$ cat config.mk
export PLATFORM = sky130hd
export DESIGN_NAME = high_side_switch_fuse_controller
export DESIGN_NICKNAME = d
export VERILOG_FILES = /design/src/hw/rtl/hssfc_pkg.sv /design/src/hw/rtl/high_side_switch_fuse_controller.sv /design/src/hw/rtl/hssfc_csr.sv /design/src/hw/rtl/hssfc_step.sv
export SDC_FILE = /design/constraint.sdc
export NUM_CORES = 1
export LEC_CHECK = 0
export BUFFER_PORTS_ARGS = -buffer_cell sky130_fd_sc_hd__buf_2
export CAP_MARGIN = 20
export CORE_MARGIN = 2
export CORE_UTILIZATION = 60
export DETAILED_ROUTE_END_ITERATION = 6
export PLACE_DENSITY = 0.82
export SLEW_MARGIN = 20
export SYNTH_ARGS = -nofsm -noshare
export SYNTH_HDL_FRONTEND = slang
export SYNTH_SLANG_ARGS = --single-unit
$ cat constraint.sdc
create_clock -name clock -period 6.45 [get_ports clock]
set_input_delay 0.3225 -clock clock [delete_from_list [all_inputs] [get_ports clock]]
set_output_delay 0.3225 -clock clock [all_outputs]
set_load 0.01 [all_outputs]
$ cat src/hw/rtl/hssfc_pkg.sv
`default_nettype none

package hssfc_pkg;

   typedef enum logic [1:0] {
      ST_OFF   = 2'd0,
      ST_ON    = 2'd1,
      ST_OC    = 2'd2,
      ST_FAULT = 2'd3
   } state_type;

   localparam logic [1:0] RM_NO_RETRY = 2'd0;
   localparam logic [1:0] RM_COUNTED  = 2'd1;

   localparam logic [15:0] SENSE_FAULT_LEVEL = 16'd30000;
   localparam logic [7:0]  COUNT_MAX         = 8'd255;

   localparam int CSR_ADDR_WIDTH = 5;
   localparam logic [2:0] REG_INRUSH_TIME  = 3'd0;
   localparam logic [2:0] REG_CURRENT_LIM  = 3'd1;
   localparam logic [2:0] REG_INRUSH_LIM   = 3'd2;
   localparam logic [2:0] REG_RESET_MODE   = 3'd3;
   localparam logic [2:0] REG_RETRY_LIMIT  = 3'd4;
   localparam logic [2:0] REG_RETRY_TIME   = 3'd5;

   typedef struct packed {
      logic [31:0] inrush_time_ms;
      logic [15:0] current_limit;
      logic [15:0] inrush_current_limit;
      logic [1:0]  reset_mode;
      logic [7:0]  retry_limit;
      logic [31:0] retry_time_ms;
   } cfg_type;

   typedef struct packed {
      logic [31:0] now_ms;
      logic        enabled;
      logic        request_on;
      logic        outputs_ok;
      logic [15:0] raw_sense;
      logic [15:0] load_current;
   } item_type;

   typedef struct packed {
      state_type   mode_state;
      logic [31:0] inrush_start_ms;
      logic [31:0] trip_time_ms;
      logic [7:0]  oc_counter;
      logic        drive_pin;
      logic        diag_pin;
      logic        inrush_flag;
   } chan_type;

endpackage

`default_nettype wire

$ cat src/hw/rtl/high_side_switch_fuse_controller.sv
// Channel  Direction  Payload (tdata, lowest bit first)
// req      in         now_ms[31:0] enabled[32] request_on[33] outputs_ok[34]
//                     raw_sense[50:35] load_current[66:51], zero fill to 72
// rsp      out        channel_state[1:0] previous_state[3:2] switch_drive[4]
//                     diag_enable[5] inrush_active[6] overcurrent_count[14:7]
// csr      in/out     APB, six registers at byte addresses 0x00..0x14
//
// The channel state advances at the edge that accepts a transfer, and its
// result lands in the output register at that same edge. One update per
// cycle is sustained while results drain; the state loop is one pass
// through two 32-bit add-and-compare paths. A stalled result holds its
// register, and req_tready stays high as long as the output register drains
// in that cycle. Reset clears the channel state, the registers and the
// output valid.
`default_nettype none

module high_side_switch_fuse_controller (
   input  wire                                   clock,
   input  wire                                   reset,
   // now_ms, enabled, request_on, outputs_ok, raw_sense, load_current
   input  wire                                   req_tvalid,
   output logic                                  req_tready,
   input  wire  [71:0]                           req_tdata,
   // channel_state, previous_state, switch_drive, diag_enable,
   // inrush_active, overcurrent_count
   output logic                                  rsp_tvalid,
   input  wire                                   rsp_tready,
   output logic [15:0]                           rsp_tdata,
   input  wire                                   csr_psel,
   input  wire                                   csr_penable,
   input  wire                                   csr_pwrite,
   input  wire  [hssfc_pkg::CSR_ADDR_WIDTH-1:0]  csr_paddr,
   input  wire  [31:0]                           csr_pwdata,
   output logic [31:0]                           csr_prdata,
   output logic                                  csr_pready
);
   import hssfc_pkg::*;

   cfg_type   cfg;
   item_type  item;
   chan_type  chan_ff;
   chan_type  chan_in;
   chan_type  chan_next;
   logic      accept;
   logic      rsp_valid_ff;
   logic      rsp_valid_in;
   logic [15:0] rsp_data_ff;
   logic [15:0] rsp_data_in;

   hssfc_csr u_csr (
      .clock       (clock),
      .reset       (reset),
      .csr_psel    (csr_psel),
      .csr_penable (csr_penable),
      .csr_pwrite  (csr_pwrite),
      .csr_paddr   (csr_paddr),
      .csr_pwdata  (csr_pwdata),
      .csr_prdata  (csr_prdata),
      .csr_pready  (csr_pready),
      .cfg         (cfg)
   );

   // Unpack the update from the lowest bit up.
   assign item.now_ms       = req_tdata[31:0];
   assign item.enabled      = req_tdata[32];
   assign item.request_on   = req_tdata[33];
   assign item.outputs_ok   = req_tdata[34];
   assign item.raw_sense    = req_tdata[50:35];
   assign item.load_current = req_tdata[66:51];

   hssfc_step u_step (
      .cfg  (cfg),
      .item (item),
      .cur  (chan_ff),
      .nxt  (chan_next)
   );

   // Outside reset, take a new transfer whenever the output register is empty or draining.
   assign req_tready = !reset && (!rsp_valid_ff || rsp_tready);
   assign accept     = req_tvalid && req_tready;

   always_comb begin
      chan_in      = chan_ff;
      rsp_valid_in = rsp_valid_ff && !rsp_tready;
      rsp_data_in  = rsp_data_ff;
      if (accept) begin
         chan_in      = chan_next;
         rsp_valid_in = 1'b1;
         rsp_data_in  = {1'b0, chan_next.oc_counter, chan_next.inrush_flag,
                         chan_next.diag_pin, chan_next.drive_pin,
                         chan_ff.mode_state, chan_next.mode_state};
      end
   end

   always_ff @(posedge clock) begin
      if (reset) begin
         chan_ff      <= '{mode_state: ST_OFF, default: '0};
         rsp_valid_ff <= 1'b0;
      end else begin
         chan_ff      <= chan_in;
         rsp_valid_ff <= rsp_valid_in;
      end
      rsp_data_ff <= rsp_data_in;
   end

   assign rsp_tvalid = rsp_valid_ff;
   assign rsp_tdata  = rsp_data_ff;

endmodule

`default_nettype wire

$ cat src/hw/rtl/hssfc_csr.sv
`default_nettype none

module hssfc_csr (
   input  wire                                    clock,
   input  wire                                    reset,
   input  wire                                    csr_psel,
   input  wire                                    csr_penable,
   input  wire                                    csr_pwrite,
   input  wire  [hssfc_pkg::CSR_ADDR_WIDTH-1:0]   csr_paddr,
   input  wire  [31:0]                            csr_pwdata,
   output logic [31:0]                            csr_prdata,
   output logic                                   csr_pready,
   output hssfc_pkg::cfg_type                     cfg
);
   import hssfc_pkg::*;

   cfg_type    cfg_ff;
   cfg_type    cfg_in;
   logic       wr_en;
   logic [2:0] reg_index;

   assign csr_pready = 1'b1;
   assign reg_index  = csr_paddr[CSR_ADDR_WIDTH-1:2];
   assign wr_en      = csr_psel && csr_penable && csr_pwrite;
   assign cfg        = cfg_ff;

   always_comb begin
      cfg_in = cfg_ff;
      if (wr_en) begin
         case (reg_index)
            REG_INRUSH_TIME: cfg_in.inrush_time_ms       = csr_pwdata;
            REG_CURRENT_LIM: cfg_in.current_limit        = csr_pwdata[15:0];
            REG_INRUSH_LIM:  cfg_in.inrush_current_limit = csr_pwdata[15:0];
            REG_RESET_MODE:  cfg_in.reset_mode           = csr_pwdata[1:0];
            REG_RETRY_LIMIT: cfg_in.retry_limit          = csr_pwdata[7:0];
            REG_RETRY_TIME:  cfg_in.retry_time_ms        = csr_pwdata;
            default:         cfg_in = cfg_ff;
         endcase
      end
   end

   always_comb begin
      case (reg_index)
         REG_INRUSH_TIME: csr_prdata = cfg_ff.inrush_time_ms;
         REG_CURRENT_LIM: csr_prdata = {16'd0, cfg_ff.current_limit};
         REG_INRUSH_LIM:  csr_prdata = {16'd0, cfg_ff.inrush_current_limit};
         REG_RESET_MODE:  csr_prdata = {30'd0, cfg_ff.reset_mode};
         REG_RETRY_LIMIT: csr_prdata = {24'd0, cfg_ff.retry_limit};
         REG_RETRY_TIME:  csr_prdata = cfg_ff.retry_time_ms;
         default:         csr_prdata = 32'd0;
      endcase
   end

   always_ff @(posedge clock) begin
      if (reset) begin
         cfg_ff <= '0;
      end else begin
         cfg_ff <= cfg_in;
      end
   end

endmodule

`default_nettype wire

$ cat src/hw/rtl/hssfc_step.sv
`default_nettype none

// Next channel state for one update; later checks override earlier ones.
module hssfc_step (
   input  wire hssfc_pkg::cfg_type   cfg,
   input  wire hssfc_pkg::item_type  item,
   input  wire hssfc_pkg::chan_type  cur,
   output hssfc_pkg::chan_type       nxt
);
   import hssfc_pkg::*;

   logic [31:0] inrush_end;
   logic [31:0] retry_at;
   logic        inrush_open;
   logic        trip;
   logic [7:0]  count_inc;

   assign inrush_end  = cfg.inrush_time_ms + cur.inrush_start_ms;
   assign retry_at    = cfg.retry_time_ms + cur.trip_time_ms;
   assign inrush_open = inrush_end > item.now_ms;
   assign trip        = inrush_open ? (item.load_current > cfg.inrush_current_limit)
                                    : (item.load_current > cfg.current_limit);
   assign count_inc   = (cur.oc_counter == COUNT_MAX) ? cur.oc_counter
                                                      : cur.oc_counter + 8'd1;

   always_comb begin
      nxt = cur;
      if (!item.enabled) begin
         nxt.drive_pin  = 1'b0;
         nxt.diag_pin   = 1'b0;
         nxt.oc_counter = 8'd0;
         nxt.mode_state = ST_OFF;
      end else begin
         nxt.inrush_flag = inrush_open;
         if (item.raw_sense > SENSE_FAULT_LEVEL) begin
            nxt.mode_state = ST_FAULT;
         end
         case (nxt.mode_state)
            ST_OFF: begin
               nxt.drive_pin  = 1'b0;
               nxt.diag_pin   = 1'b0;
               nxt.oc_counter = 8'd0;
               if (item.request_on && item.outputs_ok) begin
                  nxt.inrush_start_ms = item.now_ms;
                  nxt.mode_state      = ST_ON;
               end
            end
            ST_ON: begin
               nxt.drive_pin = 1'b1;
               nxt.diag_pin  = 1'b1;
               if (!item.request_on) begin
                  nxt.mode_state = ST_OFF;
               end
               if (trip) begin
                  nxt.trip_time_ms = item.now_ms;
                  nxt.oc_counter   = count_inc;
                  nxt.mode_state   = ST_OC;
               end
               if (!item.outputs_ok) begin
                  nxt.mode_state = ST_OFF;
               end
            end
            ST_OC: begin
               nxt.drive_pin = 1'b0;
               if (cfg.reset_mode == RM_NO_RETRY) begin
                  nxt.mode_state = ST_FAULT;
               end
               if (cur.oc_counter >= cfg.retry_limit && cfg.reset_mode == RM_COUNTED) begin
                  nxt.mode_state = ST_FAULT;
               end
               if (retry_at < item.now_ms) begin
                  nxt.inrush_start_ms = item.now_ms;
                  nxt.mode_state      = ST_ON;
               end
               if (!item.request_on) begin
                  nxt.mode_state = ST_OFF;
               end
            end
            default: begin
               nxt.drive_pin = 1'b0;
            end
         endcase
      end
   end

endmodule

`default_nettype wire

==> impl_metrics.env <==
export IMPL_final_cell_mix="nand2_1, a21oi_1, dfxtp_1, ha_1, buf_2"
export IMPL_rsz0062_at_grt="no"
export IMPL_cp_max_fo=13
export IMPL_path_cells="ha_1, a21oi_1, o211ai_1, a21o_1, o311a_1, a211oi_1, o21ai_1, o41a_1, a21o_1, a21oi_1, xnor2_1, ha_1, nand4_1, nor4_1, o31ai_1, a21oi_1, mux2_2, a41oi_1, a31oi_1, a21boi_0"
export IMPL_cts_inserted_buffers=17
export IMPL_start_kind="flip-flop"
export IMPL_finalCritPeriodShare_pct=91.3
export IMPL_power_switching_w=0.000696
export IMPL_setup_violations_final=0
export IMPL_grt_usage_pct=31.6
export IMPL_clock_sinks=198
export IMPL_synth_edf_count=15
export IMPL_fin_skew_ns=0.0146
export IMPL_p_leak_nw=6.66
export IMPL_cap_violations=0
export IMPL_final_common_cell="nand2_1"
export IMPL_fin_nets=2093
export IMPL_tightest_slew_ns=0.976
export IMPL_synth_main_ff_cell="dfxtp_1"
export IMPL_grt_pass1_wl_um=60600
export IMPL_cts_max_path_buffers=2
export IMPL_ant_nets=0
export IMPL_combPwrFrac_pct=9.8
export IMPL_synth_top_family_by_area="compound AO/OA/AOI/OAI gates"
export IMPL_ir_drop_uv=194
export IMPL_placed_cells=2070
export IMPL_drc_errors=0
export IMPL_route_vias_total=12700
export IMPL_clk_latency_ns=0.45
export IMPL_syn_num_nets=1984
export IMPL_critical_path_class="reg -> reg"
export IMPL_switching_share_pct=27.1
export IMPL_yosys_mux_area_fraction_pct=3.43
export IMPL_wl_per_cell_um=18.0
export IMPL_drt_pass1_iterations=5
export IMPL_wl_um=37900
export IMPL_status="finished, final reports clean"
export IMPL_dpl_cell_area_um2=14400
export IMPL_ctsHoldBuffers=0
export IMPL_ys_async_sr_fraction_pct=0
export IMPL_hp_class="in -> reg"
export IMPL_cts_resized=0
export IMPL_slowest_stage="mux2_2"
export IMPL_synth_seq_cells=198
export IMPL_grt_pass1_vias=12100
export IMPL_synthAdderAreaFrac_pct=15.7
export IMPL_antenna_found_initial=3
export IMPL_seq_power_share_pct=49.0
export IMPL_synth_top_area_share_pct=27.2
export IMPL_cts_clk_slew_worst_paths_ns=0.08
export IMPL_cts_root_buffer="clkbuf_16"
export IMPL_critPathMostFrequentCell="a21oi_1"
export IMPL_slew_headroom_pct=34.9
export IMPL_final_layout_size_suffix_gt1_share_pct=12.2
export IMPL_yosys_area_top_type="dfxtp_1"
export IMPL_gp_congestion=0.923
export IMPL_syn2layout_area_growth_pct=11.1
export IMPL_initial_core_util_pct=61.4
export IMPL_dieArea_um2=23700
export IMPL_htree_levels=4
export IMPL_netlist_instances=1700
export IMPL_instances_no_fill=2105
export IMPL_overflow=0
export IMPL_post_route_util_pct=68.3
export IMPL_drt_iter0_markers=1068
export IMPL_grt_max_degree=92
export IMPL_final_area_um2=15000
export IMPL_synth_avg_cell_area_um2=7.94
export IMPL_post_dp_hpwl_um=27800
export IMPL_cp_slowest_stage_delay_ns=0.49
export IMPL_die_w_um=154
export IMPL_period_needed_ns=5.89
export IMPL_cts_tree="yes"
export IMPL_total_power_w=0.00257
export IMPL_post_cts_setup_buffers=0
export IMPL_yosysSeqAreaShare_pct=30.5
export IMPL_required_ns=6.66
export IMPL_endpoint_kind="flip-flop"
export IMPL_fin_tns_setup_ns=0
export IMPL_synth_area_leaders="dfxtp_1, ha_1, nand2_1, a21oi_1, edfxtp_1"
export IMPL_p_per_area_nw_per_um2=171
export IMPL_yosys_warnings=0
export IMPL_synth_xor_area_share_pct=4.02
export IMPL_die_h_um=154
export IMPL_final_max_slew_viol_count=0
export IMPL_core_um2=22000
export IMPL_syn_cell_area_um2=13500
export IMPL_portBuffers=157
export IMPL_p_clk_share_pct=41.2
export IMPL_synth_compound_area_share_pct=20.9
export IMPL_p_int_w=0.00187
export IMPL_ios=167
export IMPL_yosys_area_share_simple_pct=19.8
export IMPL_cp_arrival_ns=6.10
export IMPL_viasPerCell=6.04
export IMPL_yosysUniqueCellTypes=72
export IMPL_clock_fmax_mhz=170
export IMPL_row_count=54
export IMPL_finalHoldViolCount=0
==> worst paths after layout <==
kind	startpoint	to	slack, ns	depth (start not counted)
setup / recovery	u_csr.cfg[82]	rsp_tdata[14]	0.56	20
hold / removal	req_tvalid	rsp_tvalid	0.11	3
setup reg to reg	u_csr.cfg[82]	rsp_tdata[14]	0.56	20
hold reg to reg	u_csr.cfg[43]	u_csr.cfg[43]	0.46	2
==> per-stage QoR <==
stage | setup slack, ns | hold slack (ns)
2_1_floorplan | 1.55 | 0.406
3_3_place_gp | 0.888 | 0.443
3_5_place_dp | 0.797 | 0.449
4_1_cts | 0.635 | 0.0998
5_1_grt | 0.303 | 0.131
6_report | 0.559 | 0.109
==> worst max-delay path: cells and delay by family (launching register included) <==
family,cells,cell delay [ns]
adders and majority gates,2,0.72
and+or+nand+nor,2,0.52
xor gates and xnor gates,1,0.08
muxes,1,0.49
DFF,1,0.36
AOI/OAI and AO/OA,14,3.47
==> registers in the layout (all words and copies together) (netlist names) <==
register    flops
u_csr.cfg     106
chan_ff        76
rsp_tdata      15
rsp_tvalid      1
==> metal layers <==
layer | vias to the layer above | wire (um) | global-route usage, % | part of all wire, %
met4 | 0 | 704 | 9.52 | 1.9
met5 | - | 0 | 0 | 0
met1 | 5976 | 16500 | 42.3 | 43
li1 | 6196 | - | - | -
met3 | 53 | 2700 | 4.11 | 7.1
met2 | 490 | 18000 | 53.4 | 48
==> synth_stat cells, types with 17 or more instances <==
master and count:
a21o_1 59, a21oi_1 207, a22o_1 17, and3_1 18, clkbuf_1 65, dfxtp_1 183, ha_1 166, inv_1 103
mux2i_1 35, nand2_1 306, nand2b_1 45, nand3_1 60, nand4_1 22, nor2_1 68, o21ai_0 63, xnor2_1 48
==> cell type report <==
cell class	count	area, um^2
Tap cell	280	350
Timing Repair Buffer	172	913
Clock buffer	19	454
Clock inverter	13	120
Antenna cell	3	7.51
Multi-Input combinational cell	1316	8640
Fill cell	1872	6970
Inverter	104	390
Sequential cell	198	4110
==> logic make-up (layout without fill, tap and decap cells) <==
logic type	count (synthesis)	after routing
AO/OA/AOI/OAI	458	458
AND/OR/NAND/NOR	585	585
multiplexers	41	41
XOR/XNOR	62	62
other	2	5
adder cells (fa/ha/maj)	168	168
buffers and inverters	186	308
flip-flops	198	198
==> power groups by stage <==
stage / clock network (W) / logic (W) / registers (W)
finish: 0.00106 / 0.000252 / 0.00126
global route: 0.00111 / 0.000275 / 0.00126
CTS: 0.00107 / 0.000247 / 0.00126
detailed placement: 0 / 0.000245 / 0.00129
global placement: 0 / 0.000239 / 0.00129
floorplan: 0 / 0.000145 / 0.00128
(Power assumes the default switching activity.)
